File: config.mk
export PLATFORM = sky130hd
export DESIGN_NAME = crcfg_cell
export DESIGN_NICKNAME = d
export VERILOG_FILES = /design/src/rtl/core/crcfg_pkg.sv /design/src/rtl/core/crcfg_cell.sv
export SDC_FILE = /design/constraint.sdc
export NUM_CORES = 1
export LEC_CHECK = 0
export BUFFER_PORTS_ARGS = -buffer_cell sky130_fd_sc_hd__buf_4
export CAP_MARGIN = 20
export CELL_PAD_IN_SITES_DETAIL_PLACEMENT = 1
export CELL_PAD_IN_SITES_GLOBAL_PLACEMENT = 2
export CORE_MARGIN = 2
export CORE_UTILIZATION = 25
export DETAILED_ROUTE_END_ITERATION = 12
export PLACE_DENSITY_LB_ADDON = 0.1
export SYNTH_ARGS = -nofsm -noshare
export SYNTH_HDL_FRONTEND = slang
export SYNTH_SLANG_ARGS = --single-unit
File: constraint.sdc
create_clock -name clk -period 11.2 [get_ports clk]
set_clock_uncertainty 0.15 [all_clocks]
set_input_delay 2.24 -clock clk [delete_from_list [all_inputs] [get_ports clk]]
set_output_delay 2.24 -clock clk [all_outputs]
set_load 0.01 [all_outputs]
File: src/rtl/core/crcfg_pkg.sv
// Shared types and constants for the CRC frame generator and checker.
// No dependencies; every other file of the block depends on this package.
package crcfg_pkg;

  localparam int MAX_DATA_BITS = 32;
  localparam int MAX_CRC_BITS  = 31;

  localparam int DATA_W  = 32;
  localparam int FCS_W   = 31;
  localparam int POLY_W  = 32;
  localparam int CWIDTH_W = 5;
  localparam int FLEN_W  = 6;

  // One cell per bit of the longest message: data bits, then check bits.
  localparam int NUM_CELLS = MAX_DATA_BITS + MAX_CRC_BITS;
  localparam int MSG_W     = NUM_CELLS;

  localparam logic [POLY_W-1:0]   POLY_RESET   = 32'd263;
  localparam logic [CWIDTH_W-1:0] CWIDTH_RESET = 5'd8;
  localparam logic [FLEN_W-1:0]   FLEN_RESET   = 6'd20;

  typedef enum logic [1:0] {
    REG_POLY         = 2'd0,
    REG_CRC_WIDTH    = 2'd1,
    REG_FRAME_LENGTH = 2'd2
  } crcfg_reg_t;

  // Values derived from the configuration registers.
  typedef struct packed {
    logic [FCS_W-1:0]    wmask;
    logic [FCS_W-1:0]    topmask;
    logic [FCS_W-1:0]    gen;
    logic [CWIDTH_W-1:0] width;
    logic [FLEN_W-1:0]   len;
    logic                bad;
  } crcfg_setup_t;

  // What one cell hands to the next.
  typedef struct packed {
    logic             action;
    logic [FCS_W-1:0] rem;
    logic [MSG_W-1:0] msg;
  } crcfg_stage_t;

endpackage

File: src/rtl/core/crcfg_cell.sv
// One division cell: shifts one message bit into the remainder per request.
// Depends on crcfg_pkg.
module crcfg_cell (
  input  logic                    clk,
  input  logic                    rst,
  input  crcfg_pkg::crcfg_setup_t setup,
  input  logic                    in_valid,
  output logic                    in_ready,
  input  crcfg_pkg::crcfg_stage_t in_stage,
  output logic                    out_valid,
  input  logic                    out_ready,
  output crcfg_pkg::crcfg_stage_t out_stage
);
  import crcfg_pkg::*;

  crcfg_stage_t stage_next;
  logic         top;

  // The cell can take a new request when it is empty or its content moves on.
  assign in_ready = !out_valid || out_ready;

  always_comb begin
    top              = |(in_stage.rem & setup.topmask);
    stage_next.action = in_stage.action;
    stage_next.rem    = ({in_stage.rem[FCS_W-2:0], in_stage.msg[MSG_W-1]} & setup.wmask) ^
                        (top ? setup.gen : '0);
    stage_next.msg    = {in_stage.msg[MSG_W-2:0], 1'b0};
  end

  always_ff @(posedge clk) begin
    if (rst) begin
      out_valid <= 1'b0;
    end else if (in_ready) begin
      out_valid <= in_valid;
    end
  end

  always_ff @(posedge clk) begin
    if (in_ready && in_valid) begin
      out_stage <= stage_next;
    end
  end

endmodule

==> impl_metrics.ini <==
[setup_path]
critPathRequiredTime_ns = 8.81
critPathLaunchType = primary input
crit_type = primary input to output pin
r2r_start = out_valid$_SDFFE_PP0N_
end_kind = output pin
path_buf_inv = 2
crit_family = buffers and inverters
cp-startpoint = out_ready
worstPathMaxFanout = 3
slowest_delay_ns = 0.18
crit_slowest_cell = nand2b_1
crit_chain = buf_4, nand2b_1, buf_4
cpMostUsedCell = buf_4
arrival_ns = 2.69

[cells_and_area]
final_common_cell = buf_4
register_area_um2 = 2840
fin_area_um2 = 6480
final_cell_mix = buf_4, edfxtp_1, nand2_1, xnor2_1, a21boi_2
multi_input_area_um2 = 942
drive_gt1_share_pct = 65.8
finalNetCount = 716
fill_cells = 1629
areaGrowthSynthToFinish_pct = 66.6
diodes = 0

[global_routing]
grt_pass1_wl_mm = 17.5
grt_max_degree = 62
antenna_found_initial = 0
gr-usage-all-layers_pct = 14.2
grt_pass1_vias = 3133
grt-ovfl-total = 0

[cts]
cts_htree_levels = 3
postCtsSetupBuffers = 0
cts_tree = done
cts.clk_slew.worst_paths_ns = 0.07
cts.sinks = 95
cts_buffers = 9
clock_latency_ns = 0.34
cts_hold_buf = 0
cts-root-buf = clkbuf_16
cts.repair.resized = 0
cts_buffer_depth = 2

[logic_synthesis]
syn_area_um2 = 3890
synth-seq-area-share_pct = 73.1
syn_avg_cell_area_um2 = 17.8
syn_nets = 423
ys_ff_latch = 95
netlist_instances = 219
synth_cell_type_count = 23
yosysWarningCount = 0

[floorplan]
die_w_um = 129
die_h_um = 129
coreArea_um2 = 15200
initial_core_util_pct = 25.6
rows = 45
ioPinCount = 301
die-area_um2 = 16600

[timing]
fin_tns_setup_ns = 0
tightest_slew_ns = 0.806
fin_crit_sh_pct = 45.3
max_freq_mhz = 197
slew_viol_final = 0
period_minus_slack_ns = 5.08
rsz0062_at_grt = no
setup_violations = 0
finalHoldViolCount = 0
relSlewSlack_pct = 46.3

[placed_design]
gp_congestion = 0.736
dpl.hpwl_mm = 9.65
io_buffers = 287
place_area_um2 = 6190

[detailed_routing]
initialDrtViolationCount = 112
drtAntennaViolNets = 0
vias = 2983
viasPerCell = 4.23
drc = 0
wire_per_inst_um = 17.3
firstDrtPassIters = 4
drt-total-wl_mm = 12.2

[pwr]
powerDensity_nw_per_um2 = 135
irDropWorstVdd_mv = 0.0647
power_leakage_uw = 0.00277

[hold_path]
worst_hold_path_type = register to register
hp-start = out_valid$_SDFFE_PP0N_

[outcome]
outcome = complete, no violations

[flow_run]
timing.max_cap.violations = 0
[metrics by stage]
stage	setup slack (ns)	utilization, %	instances	power, µW	hold slack, ns
2_1_floorplan	5.95	-	219	481	0.443
3_5_place_dp	6.12	40.7	689	576	0.416
6_report	6.12	42.6	705	873	0.423
5_1_grt	6.11	42.6	705	908	0.452
4_1_cts	6.11	42.6	705	886	0.425
3_3_place_gp	6.15	40.7	689	572	0.370
[tightest hold or removal path: cells and delay by family (launching register included)]
family / cells / cell delay, ns
AND/OR/NAND/NOR: 1 / 0.13
AO/OA/AOI/OAI: 1 / 0.08
flip-flops: 1 / 0.32
[kinds of logic after synthesis]
logic type / synth area share (%)
compound gates: 12.9
simple gates: 4.05
other cells: 0.0964
xor+xnor: 6.98
flops: 73.1
buf+inv: 2.89
[path summary, 6_finish.rpt]
kind,depth (start not counted),end,slack [ns]
setup / recovery,3,in_ready,6.12
hold / removal,2,out_valid$_SDFFE_PP0N_,0.42
setup reg to reg,3,out_stage[1]$_DFFE_PP_,8.96
hold reg to reg,2,out_valid$_SDFFE_PP0N_,0.42
[routing by layer]
| metal | global-route usage [%] | up-vias | share of wire, % |
|---|---|---|---|
| met5 | 0 | - | 0 |
| met4 | 4.03 | 0 | 1.1 |
| met3 | 6.82 | 14 | 12 |
| met2 | 24.7 | 180 | 50 |
| met1 | 15.4 | 1379 | 37 |
| li1 | - | 1410 | - |
[flip-flops by register name (all words and copies together), names as in the netlist]
| name | flops |
|---|---|
| out_stage | 94 |
| out_valid | 1 |
[synth_stat cells]
master / number / share of area, %
conb_1: 1 / 0.096
a222oi_1: 1 / 0.26
nand2b_1: 1 / 0.16
clkbuf_8: 3 / 1.1
dfxtp_1: 1 / 0.51
buf_4: 1 / 0.19
inv_1: 1 / 0.096
xnor2_1: 31 / 7.0
a22o_2: 1 / 0.26
a22o_1: 3 / 0.68
nand4_1: 1 / 0.16
a21boi_2: 30 / 8.7
a21oi_1: 1 / 0.13
a22oi_1: 6 / 1.2
edfxtp_1: 94 / 73
and4_4: 1 / 0.29
a21boi_0: 1 / 0.19
buf_12: 3 / 1.5
nor2_2: 1 / 0.16
nand3_1: 1 / 0.13
nand2_1: 31 / 3.0
and2_1: 1 / 0.16
a221oi_2: 4 / 1.5
[cell type report]
cell class,instances,area share [%]
clock buffers,11,3.59
repair buffers,289,33.5
multi-input cells,116,14.5
clock inverters,5,0.869
inverters,1,0.0579
flip-flops and latches,95,43.9
well taps,188,3.63
[where the power goes]
| group | switching (µW) | internal [µW] |
|---|---|---|
| Clock | 134 | 174 |
| Sequential | 6.11 | 420 |
| Combinational | 54.0 | 84.3 |
Power figures use the tool's default switching activity.
