`config.mk`:
```
export PLATFORM = sky130hd
export DESIGN_NAME = crcfg_setup
export DESIGN_NICKNAME = d
export VERILOG_FILES = /design/src/rtl/core/crcfg_pkg.sv /design/src/rtl/core/crcfg_setup.sv
export SDC_FILE = /design/constraint.sdc
export NUM_CORES = 1
export LEC_CHECK = 0
export BUFFER_PORTS_ARGS = -buffer_cell sky130_fd_sc_hd__buf_2
export CORE_MARGIN = 2
export CORE_UTILIZATION = 36
export DETAILED_ROUTE_END_ITERATION = 16
export MAX_ROUTING_LAYER = met4
export PLACE_DENSITY = 0.85
export SYNTH_ARGS = -nofsm -noshare
export SYNTH_HDL_FRONTEND = slang
export SYNTH_SLANG_ARGS = --single-unit
```
`constraint.sdc`:
```
create_clock -name vclk -period 2.85
set_clock_uncertainty 0.15 [all_clocks]
set_input_delay 0.1425 -clock vclk [all_inputs]
set_output_delay 0.1425 -clock vclk [all_outputs]
set_load 0.01 [all_outputs]
```
`src/rtl/core/crcfg_pkg.sv`:
```
// Shared types and constants for the CRC frame generator and checker.
// No dependencies; every other file of the block depends on this package.
package crcfg_pkg;

  localparam int MAX_DATA_BITS = 32;
  localparam int MAX_CRC_BITS  = 31;

  localparam int DATA_W  = 32;
  localparam int FCS_W   = 31;
  localparam int POLY_W  = 32;
  localparam int CWIDTH_W = 5;
  localparam int FLEN_W  = 6;

  // One cell per bit of the longest message: data bits, then check bits.
  localparam int NUM_CELLS = MAX_DATA_BITS + MAX_CRC_BITS;
  localparam int MSG_W     = NUM_CELLS;

  localparam logic [POLY_W-1:0]   POLY_RESET   = 32'd263;
  localparam logic [CWIDTH_W-1:0] CWIDTH_RESET = 5'd8;
  localparam logic [FLEN_W-1:0]   FLEN_RESET   = 6'd20;

  typedef enum logic [1:0] {
    REG_POLY         = 2'd0,
    REG_CRC_WIDTH    = 2'd1,
    REG_FRAME_LENGTH = 2'd2
  } crcfg_reg_t;

  // Values derived from the configuration registers.
  typedef struct packed {
    logic [FCS_W-1:0]    wmask;
    logic [FCS_W-1:0]    topmask;
    logic [FCS_W-1:0]    gen;
    logic [CWIDTH_W-1:0] width;
    logic [FLEN_W-1:0]   len;
    logic                bad;
  } crcfg_setup_t;

  // What one cell hands to the next.
  typedef struct packed {
    logic             action;
    logic [FCS_W-1:0] rem;
    logic [MSG_W-1:0] msg;
  } crcfg_stage_t;

endpackage

```
`src/rtl/core/crcfg_setup.sv`:
```
// Derives masks, the reduced generator and the setup check from the registers.
// Depends on crcfg_pkg.
module crcfg_setup (
  input  logic [crcfg_pkg::POLY_W-1:0]   poly,
  input  logic [crcfg_pkg::CWIDTH_W-1:0] crc_width,
  input  logic [crcfg_pkg::FLEN_W-1:0]   frame_length,
  output crcfg_pkg::crcfg_setup_t        setup
);
  import crcfg_pkg::*;

  logic [CWIDTH_W-1:0] w_sat;
  logic [FLEN_W-1:0]   len_sat;
  logic [FCS_W-1:0]    wmask;
  logic                bad_len;
  logic                bad_poly;

  always_comb begin
    w_sat   = (32'(crc_width) > 32'(MAX_CRC_BITS)) ? CWIDTH_W'(MAX_CRC_BITS) : crc_width;
    len_sat = (32'(frame_length) > 32'(MAX_DATA_BITS)) ? FLEN_W'(MAX_DATA_BITS)
                                                       : frame_length;
    // A shift by the full width wraps to zero, so the mask becomes all ones.
    wmask   = (FCS_W'(1) << w_sat) - FCS_W'(1);

    bad_len  = (frame_length == '0) || (32'(frame_length) > 32'(MAX_DATA_BITS)) ||
               (crc_width == '0) || (32'(crc_width) > 32'(MAX_CRC_BITS)) ||
               (FLEN_W'(crc_width) >= frame_length);
    bad_poly = !poly[crc_width] || !poly[0];

    setup.wmask   = wmask;
    setup.topmask = (w_sat == '0) ? '0 : (FCS_W'(1) << (w_sat - CWIDTH_W'(1)));
    setup.gen     = poly[FCS_W-1:0] & wmask;
    setup.width   = w_sat;
    setup.len     = len_sat;
    setup.bad     = bad_len || bad_poly;
  end

endmodule

```
==> flow_metrics.env <==
export IMPL_max_cap_violations=0
export IMPL_grt_use_met2=0.448
export IMPL_rsz0062_at_grt="no"
export IMPL_power_density_nw_per_um2=154
export IMPL_grt_pass1_wl_um=8870
export IMPL_vias=2222
export IMPL_die_width_um=67.4
export IMPL_overflow=0
export IMPL_seqCellArea_um2=0
export IMPL_fin_nets=423
export IMPL_synth_warnings=0
export IMPL_synth_top_cell_by_area="nor2_1"
export IMPL_drt_pass1_iterations=4
export IMPL_grt_antenna_before_repair=0
export IMPL_start_kind="input pin"
export IMPL_grt_total_usage=0.256
export IMPL_total_power_w=0.000332
export IMPL_met1_usage=0.329
export IMPL_path_class="in -> out"
export IMPL_worstMarginPinSlew_ps=430
export IMPL_synth_avg_cell_area_um2=6.01
export IMPL_n_fill_cell=417
export IMPL_slew_violations=0
export IMPL_slowest_stage="or3_1"
export IMPL_slowest_delay_ps=460
export IMPL_holdWs_ps=422
export IMPL_synth_top_area_share=0.119
export IMPL_drive_above_1_share=0.453
export IMPL_cp_arrival_ps=2420
export IMPL_hold_viol=0
export IMPL_top_usage_layer="met2"
export IMPL_synth_nets=291
export IMPL_relSlewSlack=0.712
export IMPL_drt_initial_drc_count=131
export IMPL_cts_resized=0
export IMPL_required_ps=2560
export IMPL_rows=23
export IMPL_path_max_fanout=11
export IMPL_cpMostUsedCell="buf_2"
export IMPL_drcViolationCount=0
export IMPL_wl_per_cell_um=14.5
export IMPL_syn_to_final_growth_pct=49.5
export IMPL_die_y_um=67.4
export IMPL_synth_area_leaders="nor2_1 (12%), and2_1 (10%), mux4_2 (7.8%)"
export IMPL_syn_inst=241
export IMPL_min_period_over_period=0.951
export IMPL_yosysSeqAreaShare=0
export IMPL_p_leak_nw=1.26
export IMPL_coreArea_um2=3940
export IMPL_holdCritStartpoint="frame_length[5]"
export IMPL_io_buffers=148
export IMPL_diodes=0
export IMPL_detail_route_antenna_nets=0
export IMPL_place_congestion=0.880
export IMPL_fmax_mhz=369
export IMPL_vdd_drop_max_v=0.0000631
export IMPL_seq_cells=0
export IMPL_io_pins=148
export IMPL_grt_max_degree=34
export IMPL_dieArea_um2=4550
export IMPL_ys_types=45
export IMPL_drt_wl_total_um=6110
export IMPL_dp_hpwl_um=4900
export IMPL_nClkBuffers=0
export IMPL_worstHoldPathType="in -> out"
export IMPL_grt_use_met3=0.00833
export IMPL_setup_tns_ps=0
export IMPL_grt_pass1_vias=1864
export IMPL_startpoint="crc_width[4]"
export IMPL_setup_viol=0
export IMPL_via_per_inst=5.28
export IMPL_period_needed_ps=2710
export IMPL_status="completed"
export IMPL_holdBufCountCts=0
export IMPL_worst_setup_path_end_kind="output pin"
export IMPL_post_cts_buffers=0
export IMPL_syn_area_um2=1450
export IMPL_crit_chain="buf_2 -> or3_1 -> or2_2 -> ha_1 -> nor2_1 -> a21oi_1 -> o21ai_0 -> and2_1 -> buf_2"
export IMPL_start_util=0.368
==> metal layers <==
metal | vias up | part of all wire | wire length (µm)
li1 | 1078 | - | -
met2 | 139 | 0.48 | 2930
met3 | 8 | 0.091 | 555
met1 | 997 | 0.41 | 2520
met4 | 0 | 0.017 | 102
met5 | - | 0 | 0
==> synth_stat cells (4+ instances only) <==
| cell | number |
|---|---|
| clkbuf_1 | 8 |
| o22ai_1 | 4 |
| nor2b_1 | 8 |
| and3_1 | 5 |
| inv_1 | 13 |
| nand2b_1 | 5 |
| buf_4 | 5 |
| nand2_1 | 29 |
| o21ai_0 | 11 |
| nor2_1 | 46 |
| mux2i_1 | 5 |
| nand3_1 | 8 |
| nor3_1 | 7 |
| buf_2 | 8 |
| ha_1 | 7 |
| a21oi_1 | 5 |
| mux4_2 | 5 |
| and2_1 | 24 |
==> report_power, final <==
group	total, W	internal (W)	switching [W]
combinational	0.000332	0.000141	0.000191
clock	0	0	0
sequential	0	0	0
total	0.000332	0.000141	0.000191
==> logic make-up (layout without fill, tap and decap cells) <==
kind of cell | count (synthesis) | after routing | share of synthesized area
simple gates | 140 | 140 | 0.464
compound gates | 42 | 42 | 0.199
buf+inv | 40 | 170 | 0.140
mux | 11 | 11 | 0.130
fa+ha+maj | 7 | 7 | 0.0604
xor+xnor | 1 | 1 | 0.00605
==> worst paths after layout <==
| check | end | slack, ps | cells after the start |
|---|---|---|---|
| setup / recovery | setup[26] | 140 | 9 |
| hold / removal | setup[6] | 420 | 2 |
==> stage by stage <==
stage / cells / setup slack [ps] / area (µm²) / util
6_report: 421 / 139 / 2170 / 0.549
5_1_grt: 421 / 31.0 / 2170 / 0.549
4_1_cts: 421 / 145 / 2170 / 0.549
3_5_place_dp: 421 / 155 / 2170 / 0.549
3_3_place_gp: 421 / 218 / 2170 / 0.549
2_1_floorplan: 241 / 67.0 / 1450 / -
==> layout by cell type (no fill, tap or decap), drive strengths merged, types with 6 or more instances in the layout <==
cell type  count
and2          25
buf          157
ha             7
inv           13
mux4           6
nand2         29
nand3          8
nor2          47
nor2b          8
nor3           7
o21ai         11
==> area by class of cell <==
class                           instances  area, µm²  share of cell area
Inverter                               13       48.8              0.0225
Multi-Input combinational cell        201       1250               0.575
Tap cell                               50       62.6              0.0289
Timing Repair Buffer                  157        808               0.373
==> worst max-delay path: cells and delay by family <==
kind,cells,cell delay (ps)
buf+inv,2,220
simple gates,4,1290
compound gates,2,440
fa+ha+maj,1,310
No activity file was read; power rests on OpenSTA's default activity.
